### config.mk
export PLATFORM = sky130hd
export DESIGN_NAME = tdc_event_word_unpacker
export DESIGN_NICKNAME = d
export VERILOG_FILES = /design/src/rtl/core/tdcu_pkg.sv /design/src/rtl/core/tdc_event_word_unpacker.sv /design/src/rtl/core/tdcu_ram.sv /design/src/rtl/core/tdcu_map.sv /design/src/rtl/core/tdcu_parse.sv /design/src/rtl/core/tdcu_emit.sv
export SDC_FILE = /design/constraint.sdc
export NUM_CORES = 1
export LEC_CHECK = 0
export BUFFER_PORTS_ARGS = -buffer_cell sky130_fd_sc_hd__buf_2
export CORE_MARGIN = 3
export CORE_UTILIZATION = 56
export CTS_BUF_LIST = sky130_fd_sc_hd__clkbuf_16
export DETAILED_ROUTE_END_ITERATION = 6
export GPL_TIMING_DRIVEN = 1
export PLACE_DENSITY = 0.81
export SLEW_MARGIN = 15
export SYNTH_ARGS = -nofsm -noshare
export SYNTH_HDL_FRONTEND = slang
export SYNTH_HIERARCHICAL = 1
export SYNTH_SLANG_ARGS = --single-unit
### constraint.sdc
create_clock -name clk -period 5.8 [get_ports clk]
set_input_delay 1.16 -clock clk [delete_from_list [all_inputs] [get_ports clk]]
set_output_delay 1.16 -clock clk [all_outputs]
set_load 0.01 [all_outputs]
### src/rtl/core/tdcu_pkg.sv
// tdcu_pkg: shared types and constants for the TDC event word unpacker.
// No dependencies; used by every module under rtl/core except tdcu_ram.
package tdcu_pkg;

  localparam int MAP_DEPTH    = 64;
  localparam int PARAM_SLOTS  = 4096;
  localparam int MAP_AW       = $clog2(MAP_DEPTH);
  localparam int TARGET_W     = 13;
  localparam int PID_W        = 12;
  localparam int VALUE_W      = 30;
  localparam int WORD_W       = 32;
  localparam int ID_W         = 8;
  localparam int SLOT_W       = 6;
  localparam int TRAILER_SLOT = 32;

  typedef enum logic [1:0] {
    WT_DATA    = 2'b00,
    WT_HEADER  = 2'b01,
    WT_OTHER   = 2'b10,
    WT_TRAILER = 2'b11
  } word_type_t;

  typedef struct packed {
    logic                 valid;
    logic                 is_count;
    logic [VALUE_W-1:0]   value;
  } stage_t;

  typedef struct packed {
    logic                 rd_en;
    logic [MAP_AW-1:0]    addr;
  } lookup_t;

endpackage

### src/rtl/core/tdc_event_word_unpacker.sv
// Unpacks TDC readout longwords into parameter id / value transactions.
// Depends on tdcu_pkg, tdcu_parse, tdcu_map, tdcu_emit, tdcu_ram.
//
// Input channel item_valid/item_stall carries mode, data_word, map_slot and
// map_target. mode 0 parses data_word; mode 1 writes one channel map entry.
// Output channel result_valid/result_stall carries param_id, param_value and
// is_count; a data word with an unmapped channel, a trailer with map slot 32
// unmapped or a skipped word gives no transaction. cfg_valid/cfg_ready writes
// the 8-bit module id (cfg_ready is always high).
// Throughput: one item per cycle while item_stall is low. A taken item passes
// the registered read of the channel map RAM, together with the first stage,
// and then the result register before its result is presented.
// Reset (rst, synchronous) returns the parser to awaiting a header, marks all
// map entries unmapped through per-entry valid bits and clears module id.
// When result_stall holds a result, one more item may sit in the first
// stage; after that item_stall is raised until the result is taken.
module tdc_event_word_unpacker (
  input  logic                                 clk,
  input  logic                                 rst,
  input  logic                                 item_valid,
  output logic                                 item_stall,
  input  logic                                 mode,
  input  logic [tdcu_pkg::WORD_W-1:0]          data_word,
  input  logic [tdcu_pkg::SLOT_W-1:0]          map_slot,
  input  logic signed [tdcu_pkg::TARGET_W-1:0] map_target,
  output logic                                 result_valid,
  input  logic                                 result_stall,
  output logic [tdcu_pkg::PID_W-1:0]           param_id,
  output logic [tdcu_pkg::VALUE_W-1:0]         param_value,
  output logic                                 is_count,
  input  logic                                 cfg_valid,
  output logic                                 cfg_ready,
  input  logic [tdcu_pkg::ID_W-1:0]            cfg_data
);

  logic                          accept;
  logic                          advance;
  logic                          hit;
  logic [tdcu_pkg::PID_W-1:0]    pid;
  logic [tdcu_pkg::ID_W-1:0]     module_id;
  tdcu_pkg::stage_t              s1;
  tdcu_pkg::lookup_t             lookup;

  assign cfg_ready  = 1'b1;
  assign item_stall = s1.valid && !advance;
  assign accept     = item_valid && !item_stall;

  always_ff @(posedge clk) begin
    if (rst) begin
      module_id <= '0;
    end else if (cfg_valid && cfg_ready) begin
      module_id <= cfg_data;
    end
  end

  tdcu_parse u_parse (
    .clk       (clk),
    .rst       (rst),
    .accept    (accept),
    .mode      (mode),
    .data_word (data_word),
    .module_id (module_id),
    .advance   (advance),
    .s1        (s1),
    .lookup    (lookup)
  );

  tdcu_map u_map (
    .clk       (clk),
    .rst       (rst),
    .wr_en     (accept && mode),
    .wr_slot   (map_slot),
    .wr_target (map_target),
    .lookup    (lookup),
    .hit       (hit),
    .pid       (pid)
  );

  tdcu_emit u_emit (
    .clk          (clk),
    .rst          (rst),
    .s1           (s1),
    .hit          (hit),
    .pid          (pid),
    .result_stall (result_stall),
    .advance      (advance),
    .result_valid (result_valid),
    .param_id     (param_id),
    .param_value  (param_value),
    .is_count     (is_count)
  );

`ifndef ASSERT_OFF
  a_stall_needs_stage: assert property (@(posedge clk) disable iff (rst)
    item_stall |-> s1.valid && result_valid)
    else $error("input stalled with free pipeline");
  a_data_value_narrow: assert property (@(posedge clk) disable iff (rst)
    result_valid && !is_count |-> param_value[tdcu_pkg::VALUE_W-1:16] == '0)
    else $error("data value wider than 16 bits");
  a_no_lost_stage: assert property (@(posedge clk) disable iff (rst)
    s1.valid && !advance |=> s1.valid && $stable(s1.value))
    else $error("stage-1 transaction dropped while stalled");
`endif

endmodule

### src/rtl/core/tdcu_ram.sv
// tdcu_ram: generic single-write, single-read RAM with registered read data.
// No dependencies.
module tdcu_ram #(
  parameter int WIDTH = 8,
  parameter int DEPTH = 64
) (
  input  logic                     clk,
  input  logic                     wr_en,
  input  logic [$clog2(DEPTH)-1:0] wr_addr,
  input  logic [WIDTH-1:0]         wr_data,
  input  logic                     rd_en,
  input  logic [$clog2(DEPTH)-1:0] rd_addr,
  output logic [WIDTH-1:0]         rd_data
);

  logic [WIDTH-1:0] mem [DEPTH];

  always_ff @(posedge clk) begin
    if (wr_en) begin
      mem[wr_addr] <= wr_data;
    end
    if (rd_en) begin
      rd_data <= mem[rd_addr];
    end
  end

endmodule

### src/rtl/core/tdcu_map.sv
// tdcu_map: channel map storage with per-entry valid bits and mapped check.
// Depends on tdcu_pkg and tdcu_ram.
module tdcu_map (
  input  logic                              clk,
  input  logic                              rst,
  input  logic                              wr_en,
  input  logic [tdcu_pkg::SLOT_W-1:0]       wr_slot,
  input  logic signed [tdcu_pkg::TARGET_W-1:0] wr_target,
  input  tdcu_pkg::lookup_t                 lookup,
  output logic                              hit,
  output logic [tdcu_pkg::PID_W-1:0]        pid
);

  logic [tdcu_pkg::MAP_DEPTH-1:0] vld;
  logic                           rd_vld;
  logic [tdcu_pkg::TARGET_W-1:0]  rd_data;
  logic                           wr_ok;

  assign wr_ok = wr_en && (32'(wr_slot) < tdcu_pkg::MAP_DEPTH);

  tdcu_ram #(
    .WIDTH (tdcu_pkg::TARGET_W),
    .DEPTH (tdcu_pkg::MAP_DEPTH)
  ) u_ram (
    .clk     (clk),
    .wr_en   (wr_ok),
    .wr_addr (wr_slot[tdcu_pkg::MAP_AW-1:0]),
    .wr_data (wr_target),
    .rd_en   (lookup.rd_en),
    .rd_addr (lookup.addr),
    .rd_data (rd_data)
  );

  always_ff @(posedge clk) begin
    if (rst) begin
      vld <= '0;
    end else if (wr_ok) begin
      vld[wr_slot[tdcu_pkg::MAP_AW-1:0]] <= 1'b1;
    end
  end

  always_ff @(posedge clk) begin
    if (lookup.rd_en) begin
      rd_vld <= vld[lookup.addr];
    end
  end

  // negative target = unmapped
  assign hit = rd_vld && !rd_data[tdcu_pkg::TARGET_W-1] &&
               (32'(rd_data[tdcu_pkg::PID_W-1:0]) < tdcu_pkg::PARAM_SLOTS);
  assign pid = rd_data[tdcu_pkg::PID_W-1:0];

endmodule

### src/rtl/core/tdcu_parse.sv
// tdcu_parse: event framing state machine and first pipeline stage.
// Depends on tdcu_pkg.
module tdcu_parse (
  input  logic                          clk,
  input  logic                          rst,
  input  logic                          accept,
  input  logic                          mode,
  input  logic [tdcu_pkg::WORD_W-1:0]   data_word,
  input  logic [tdcu_pkg::ID_W-1:0]     module_id,
  input  logic                          advance,
  output tdcu_pkg::stage_t              s1,
  output tdcu_pkg::lookup_t             lookup
);

  typedef enum logic [1:0] {
    PH_HEADER,
    PH_BODY,
    PH_SKIP
  } phase_t;

  phase_t               phase, phase_next;
  tdcu_pkg::word_type_t wtype;
  tdcu_pkg::stage_t     cand;
  logic                 parse_en;
  logic [5:0]           channel;

  assign parse_en = accept && !mode;
  assign wtype    = tdcu_pkg::word_type_t'(data_word[31:30]);
  assign channel  = data_word[21:16];

  always_comb begin
    phase_next     = phase;
    cand           = '0;
    lookup.rd_en   = 1'b0;
    lookup.addr    = channel[tdcu_pkg::MAP_AW-1:0];
    unique case (phase)
      PH_HEADER: begin
        if (data_word != '1 && wtype == tdcu_pkg::WT_HEADER &&
            data_word[23:16] == module_id) begin
          phase_next = PH_BODY;
        end
      end
      PH_BODY: begin
        if (wtype == tdcu_pkg::WT_DATA) begin
          cand.valid    = (32'(channel) < tdcu_pkg::MAP_DEPTH);
          cand.value    = tdcu_pkg::VALUE_W'(data_word[15:0]);
        end else begin
          phase_next = PH_SKIP;
          if (wtype == tdcu_pkg::WT_TRAILER) begin
            cand.valid    = 1'b1;
            cand.is_count = 1'b1;
            cand.value    = data_word[tdcu_pkg::VALUE_W-1:0];
            lookup.addr   = tdcu_pkg::MAP_AW'(tdcu_pkg::TRAILER_SLOT);
          end
        end
      end
      PH_SKIP: phase_next = PH_HEADER;
      default: phase_next = PH_HEADER;
    endcase
    lookup.rd_en = parse_en && cand.valid;
  end

  always_ff @(posedge clk) begin
    if (rst) begin
      phase    <= PH_HEADER;
      s1.valid <= 1'b0;
    end else begin
      if (parse_en) begin
        phase <= phase_next;
      end
      if (parse_en && cand.valid) begin
        s1 <= cand;
      end else if (advance) begin
        s1.valid <= 1'b0;
      end
    end
  end

`ifndef ASSERT_OFF
  a_count_ends_body: assert property (@(posedge clk) disable iff (rst)
    parse_en && phase == PH_BODY && wtype == tdcu_pkg::WT_TRAILER |=> phase == PH_SKIP)
    else $error("trailer did not end event body");
  a_foreign_ignored: assert property (@(posedge clk) disable iff (rst)
    parse_en && phase == PH_HEADER && data_word[23:16] != module_id |=> phase == PH_HEADER)
    else $error("header with foreign id opened a body");
  a_lookup_with_stage: assert property (@(posedge clk) disable iff (rst)
    lookup.rd_en |=> s1.valid)
    else $error("map read issued without a stage-1 transaction");
`endif

endmodule

### src/rtl/core/tdcu_emit.sv
// tdcu_emit: result register and output handshake.
// Depends on tdcu_pkg.
module tdcu_emit (
  input  logic                          clk,
  input  logic                          rst,
  input  tdcu_pkg::stage_t              s1,
  input  logic                          hit,
  input  logic [tdcu_pkg::PID_W-1:0]    pid,
  input  logic                          result_stall,
  output logic                          advance,
  output logic                          result_valid,
  output logic [tdcu_pkg::PID_W-1:0]    param_id,
  output logic [tdcu_pkg::VALUE_W-1:0]  param_value,
  output logic                          is_count
);

  assign advance = !result_valid || !result_stall;

  always_ff @(posedge clk) begin
    if (rst) begin
      result_valid <= 1'b0;
    end else if (advance) begin
      result_valid <= s1.valid && hit;
    end
  end

  always_ff @(posedge clk) begin
    if (advance && s1.valid) begin
      param_id    <= pid;
      param_value <= s1.value;
      is_count    <= s1.is_count;
    end
  end

endmodule

; ---- Word-level counts from Yosys, hierarchy flattened
; Memory sizes are Yosys's and may differ from the RTL's. A register that Yosys moved wholly into a read port is not among the register bits.
; Cells that the tools add are included.
[op_classes]
n_lt_le_gt_ge = 3
eq_ne = 7
mux = 19
bitwise_logic = 4
n_reduce_logical = 25
[op_table]
columns = op, count
row1 = 2-to-1 mux 32 bit, 2
row2 = bitwise OR 64 bit, 1
row3 = "!= test 32 bit, second input constant", 1
row4 = 2-to-1 mux 30 bit, 1
row5 = 2-to-1 mux 6 bit, 3
row6 = "less-than comparator 6 x 7 -> 1 bit, second input constant", 2
row7 = logical AND 1 bit, 11
row8 = equality test 8 bit, 1
row9 = 2-to-1 mux 1 bit, 8
row10 = binary-select mux 1 bit (select 6 bit), 1
row11 = demux 1 bit (select 6 bit), 1
row12 = ">= comparator 6 x 1 -> 1 bit, second input constant", 1
row13 = logical NOT 1 bit, 6
row14 = "equality test 2 x 1 -> 1 bit, second input constant", 2
row15 = logical NOT 2 bit, 2
row16 = 2-to-1 mux 2 bit, 2
row17 = one-hot mux 2 bit (2 select lines), 1
row18 = NOT 1 bit, 3
row19 = AND reduction 3 bit, 1
row20 = OR reduction 3 bit, 1
row21 = "equality test 2 bit, second input constant", 1
row22 = "!= test 2 x 1 -> 1 bit, second input constant", 1
row23 = "!= test 2 bit, second input constant", 1
row24 = AND reduction 2 bit, 1
row25 = other kinds (3), 3
[totals]
regBits = 151
ramBits = 832
inputBits = 65
output_inout_bits = 46
word_cells = 71
memories = 1
[memory_table]
columns = name, words, word_bits, read_ports, rd_ports_with_merged_regs, write_ports, line_no
row1 = u_map.u_ram.mem, 64, 13, 1, 1, 1, tdcu_ram.sv:16  ; logic [WIDTH-1:0] mem [DEPTH];

; ---- Longest topological paths before layout
[depth]
depth_word = 9
ltp_mapped = 14
ltp_nobuf = 9

; ---- Cells and area by module
; The synthesis kept the hierarchy.
[modules_own_cells]
columns = module, n_inst, cells_per_inst, area_each_um2
row1 = tdcu_ram, 1, 1402, 32474.9
row2 = tdcu_map, 1, 277, 2676.3
row3 = tdcu_parse, 1, 117, 1532.7
row4 = tdcu_emit, 1, 48, 1332.5
row5 = tdc_event_word_unpacker, 1, 32, 319.1

; ---- Worst setup path before layout
; No wires, ideal clock.
[synth_timing]
path_type = input to register
from = input port data_word[30] (netlist name)
to = register u_map.u_ram.rd_data[11], read port of u_map.u_ram.mem (data pin)
arrival_time_ns = 3.708
path_slack_ns = 1.824
cell_stages = 11
path_buffers = 4
path_cell_list = ha_1 nor3b_2 clkbuf_1 nor2b_1 buf_4 buf_4 clkbuf_1 mux4_2 mux4_2 o21ai_0 o31ai_1
[synth_lines]
columns = element, line_no
row1 = "start, declared", tdc_event_word_unpacker.sv:23  ; input logic [tdcu_pkg::WORD_W-1:0] data_word,
row2 = "end, declared", tdcu_ram.sv:13  ; output logic [WIDTH-1:0] rd_data

==> impl_metrics.env <==
export IMPL_status="finished, violations left"
export IMPL_failed_checks="design-rule violations"
export IMPL_synthMostInstantiatedCell="sky130_fd_sc_hd__edfxtp_1"
export IMPL_antenna_violations_before_repair=6
export IMPL_vias=20232
export IMPL_setup_tns_ns=0
export IMPL_cp_max_fo=68
export IMPL_grt_start_max_net_pins=82
export IMPL_cp_startpoint="data_word[30]"
export IMPL_grt_pass1_wl_microns=138000
export IMPL_top_cells_by_area_in_the_synthesized_netlist="sky130_fd_sc_hd__edfxtp_1 72%, sky130_fd_sc_hd__mux4_2 14%, sky130_fd_sc_hd__dfxtp_1 4.0%, sky130_fd_sc_hd__nor2_1 1.6%, sky130_fd_sc_hd__mux2i_1 1.5%"
export IMPL_placedCellCount=2836
export IMPL_arrival_ns=4.78
export IMPL_ioPinCount=111
export IMPL_cts_htree_levels=3
export IMPL_critPathLaunchType="input pin"
export IMPL_number_of_buffers_added_for_setup_after_cts=0
export IMPL_yosys_area_top_type_share_pct=72.1
export IMPL_routedWlPerCell_microns=31.2
export IMPL_regToRegEndpoint="u_map/u_ram/rd_data[0]$_DFFE_PP_"
export IMPL_post_cts_resize_count=0
export IMPL_synth_net_count=1944
export IMPL_yosys_most_used_dff="sky130_fd_sc_hd__edfxtp_1"
export IMPL_power_ir_vdd_worst_v=0.000243
export IMPL_area_growth_synth_to_final_pct=12.7
export IMPL_die_height_microns=268
export IMPL_total_number_of_clock_tree_sinks=996
export IMPL_std_cell_rows=95
export IMPL_synth_edff_count=920
export IMPL_netlist_instances=1876
export IMPL_cap_violations=0
export IMPL_worstMarginPinSlew_ns=1.18
export IMPL_core_area_sq_mm=0.0675
export IMPL_power_density_mw_per_mm2=337
export IMPL_critPathCapture="u_map/u_ram/rd_data[0]$_DFFE_PP_"
export IMPL_p_leak_nw=14.1
export IMPL_postSynth_asyncResetShare_pct=0
export IMPL_cts_tree="done"
export IMPL_clk_root_buffer_cell="sky130_fd_sc_hd__clkbuf_16"
export IMPL_max_slew_margin_rel_pct=21.4
export IMPL_flip_flop_and_latch_count_after_synthesis=996
export IMPL_drt_pass1_iter_count=7
export IMPL_hpwlAfterDp_microns=51500
export IMPL_finClkSkew_ns=0.0457
export IMPL_critical_setup_path_class="input pin to register"
export IMPL_timing_reg2reg_worst_path_depth=11
export IMPL_detail_route_iter0_violations=3061
export IMPL_vias_in_the_first_global_route=20347
export IMPL_critical_path_required_ns=6.20
export IMPL_slew_violations=0
export IMPL_hold_path_depth=0
export IMPL_timing_final_crit_share_pct=75.5
export IMPL_timing_critical_path_to_type="register"
export IMPL_ys_top_cells_by_count="920 x sky130_fd_sc_hd__edfxtp_1, 231 x sky130_fd_sc_hd__mux4_2, 159 x sky130_fd_sc_hd__nor2_1"
export IMPL_die_area_sq_mm=0.0716
export IMPL_final_antenna_net_count=0
export IMPL_synth_seq_area_share_pct=76.0
export IMPL_io_buffer_count=109
export IMPL_final_min_clock_period_ns=4.38
export IMPL_clock_latency_ns=0.67
export IMPL_synth_lib_cells_used_distinct=60
export IMPL_final_instance_count_excl_fill=3009
export IMPL_hold_violations=0
export IMPL_r2r_start="u_parse/phase[1]$_SDFFE_PP0P_"
export IMPL_floorplan_initialDensity_pct=56.8
export IMPL_reg2reg_setup_slack_ns=1.79
export IMPL_place_gp_congestion=0.851
export IMPL_warnings_synthesis=6
export IMPL_die_span_x_microns=268
export IMPL_drc_errors=1
export IMPL_syn_area_sq_mm=0.0383
export IMPL_max_freq_mhz=228
export IMPL_rsz_0062_raised_after_global_routing="false"
export IMPL_clk_transition_reported_paths_ns=0.07
export IMPL_cts_buffers_inserted=93
export IMPL_report_final_setup_viol=0
export IMPL_grt_usage_pct=26.7
export IMPL_hold_path_class="register to register"
export IMPL_post_route_cells_drive_above_1_share_pct=27.4
export IMPL_finalWirelength_microns=93900
export IMPL_post_cts_hold_fix_bufs=0
export IMPL_clock_tree_buffer_depth=3
export IMPL_total_overflow_reported_by_the_global_router=0
export IMPL_avgSynthCellArea_sq_um=20.4
export IMPL_vias_per_cell=6.72
export IMPL_yosysTopAreaCell="sky130_fd_sc_hd__edfxtp_1"
export IMPL_fin_nets=2127
-- where the power goes --
part           internal, mW  switching (mW)
Combinational         0.247           0.429
Clock                  3.35            2.64
Sequential             7.86          0.0105
-- placed cells by master, fill, tap and decap left out, types with 9 or more instances in the layout --
cell type                   count
sky130_fd_sc_hd__edfxtp_1     920
sky130_fd_sc_hd__mux4_2       231
sky130_fd_sc_hd__nor2_1       147
sky130_fd_sc_hd__buf_2        100
sky130_fd_sc_hd__clkbuf_16     95
sky130_fd_sc_hd__buf_4         80
sky130_fd_sc_hd__dfxtp_1       76
sky130_fd_sc_hd__a21oi_1       74
sky130_fd_sc_hd__mux2i_1       57
sky130_fd_sc_hd__and2_1        33
sky130_fd_sc_hd__inv_1         26
sky130_fd_sc_hd__clkinv_2      22
sky130_fd_sc_hd__nor2b_1       22
sky130_fd_sc_hd__nand2_1       20
sky130_fd_sc_hd__nand2b_1      15
sky130_fd_sc_hd__clkinv_1      15
sky130_fd_sc_hd__o221ai_1      15
sky130_fd_sc_hd__a211oi_1      13
sky130_fd_sc_hd__nor2_2        12
sky130_fd_sc_hd__nand4_1       10
sky130_fd_sc_hd__a22oi_1        9
sky130_fd_sc_hd__o31ai_1        9
-- registers in the layout, summed over array words and instances (netlist names) --
name	count
u_parse/s1	32
u_emit/is_count	1
u_emit/result_valid	1
u_emit/param_value	30
u_map/rd_vld	1
module_id	8
u_map/vld	64
u_map/u_ram/mem	832
u_map/u_ram/rd_data	13
u_emit/param_id	12
u_parse/phase	2
-- routing by layer --
| metal | track usage, % | vias up | wire (microns) |
|---|---|---|---|
| li1 | - | 8045 | - |
| met1 | 36.6 | 10378 | 33600 |
| met2 | 42.0 | 1545 | 44800 |
| met3 | 6.51 | 256 | 11500 |
| met4 | 10.7 | 8 | 3970 |
| met5 | 0 | - | 59 |
-- how the worst min path moves through the flow --
stage	end	slack (ns)	start
5_1_grt	u_emit/param_value[4]$_DFFE_PP_	0.42	u_parse/s1[4]$_SDFFCE_PP0P_
3_5_place_dp	u_emit/param_value[10]$_DFFE_PP_	0.40	u_parse/s1[10]$_SDFFCE_PP0P_
3_3_place_gp	u_emit/param_value[10]$_DFFE_PP_	0.40	u_parse/s1[10]$_SDFFCE_PP0P_
6_report	u_emit/param_value[10]$_DFFE_PP_	0.42	u_parse/s1[10]$_SDFFCE_PP0P_
4_1_cts	u_emit/param_value[10]$_DFFE_PP_	0.42	u_parse/s1[10]$_SDFFCE_PP0P_
2_1_floorplan	u_emit/is_count$_DFFE_PP_	0.40	u_parse/s1[30]$_SDFFCE_PP0P_
-- critical path, cell delays in order --
cell	delay (ns)
sky130_fd_sc_hd__buf_2	0.12
sky130_fd_sc_hd__ha_1	0.23
sky130_fd_sc_hd__nor3b_2	0.16
sky130_fd_sc_hd__buf_4	0.22
sky130_fd_sc_hd__nor2b_4	0.30
sky130_fd_sc_hd__buf_12	0.45
sky130_fd_sc_hd__buf_4	0.56
sky130_fd_sc_hd__mux4_2	0.59
sky130_fd_sc_hd__inv_1	0.07
sky130_fd_sc_hd__a311oi_1	0.10
sky130_fd_sc_hd__a32oi_1	0.52
sky130_fd_sc_hd__nand2_1	0.13
-- area by class of cell --
| class | instances | area [sq um] |
|---|---|---|
| tap | 873 | 1090 |
| sequential | 996 | 29100 |
| antenna | 2 | 5.00 |
| clock buffer | 95 | 2380 |
| timing repair buffer | 187 | 1240 |
| clock inverter | 75 | 632 |
| fill | 4210 | 24300 |
| inverter | 9 | 33.8 |
| multi-input combinational | 772 | 8660 |
-- logic make-up after synthesis --
| family | Yosys count | synth area share (%) |
|---|---|---|
| buffers and inverters | 108 | 1.59 |
| XOR/XNOR | 8 | 0.183 |
| AO/OA/AOI/OAI | 154 | 2.53 |
| adder cells (fa/ha/maj) | 3 | 0.0979 |
| other | 1 | 0.00978 |
| flip-flops | 996 | 76.0 |
| multiplexers | 299 | 15.7 |
| AND/OR/NAND/NOR | 307 | 3.86 |
-- through the flow --
stage	power (mW)	hold slack (ns)	setup WS (ns)	util (%)	instance area (sq um)
2_1_floorplan	8.40	0.400	1.82	-	38300
3_3_place_gp	8.65	0.401	0.888	59.4	40100
3_5_place_dp	8.67	0.405	0.834	59.4	40100
4_1_cts	14.6	0.419	1.44	63.9	43100
5_1_grt	14.9	0.423	1.30	64.0	43200
6_report	14.5	0.418	1.42	64.0	43200
(Power assumes the default switching activity.)
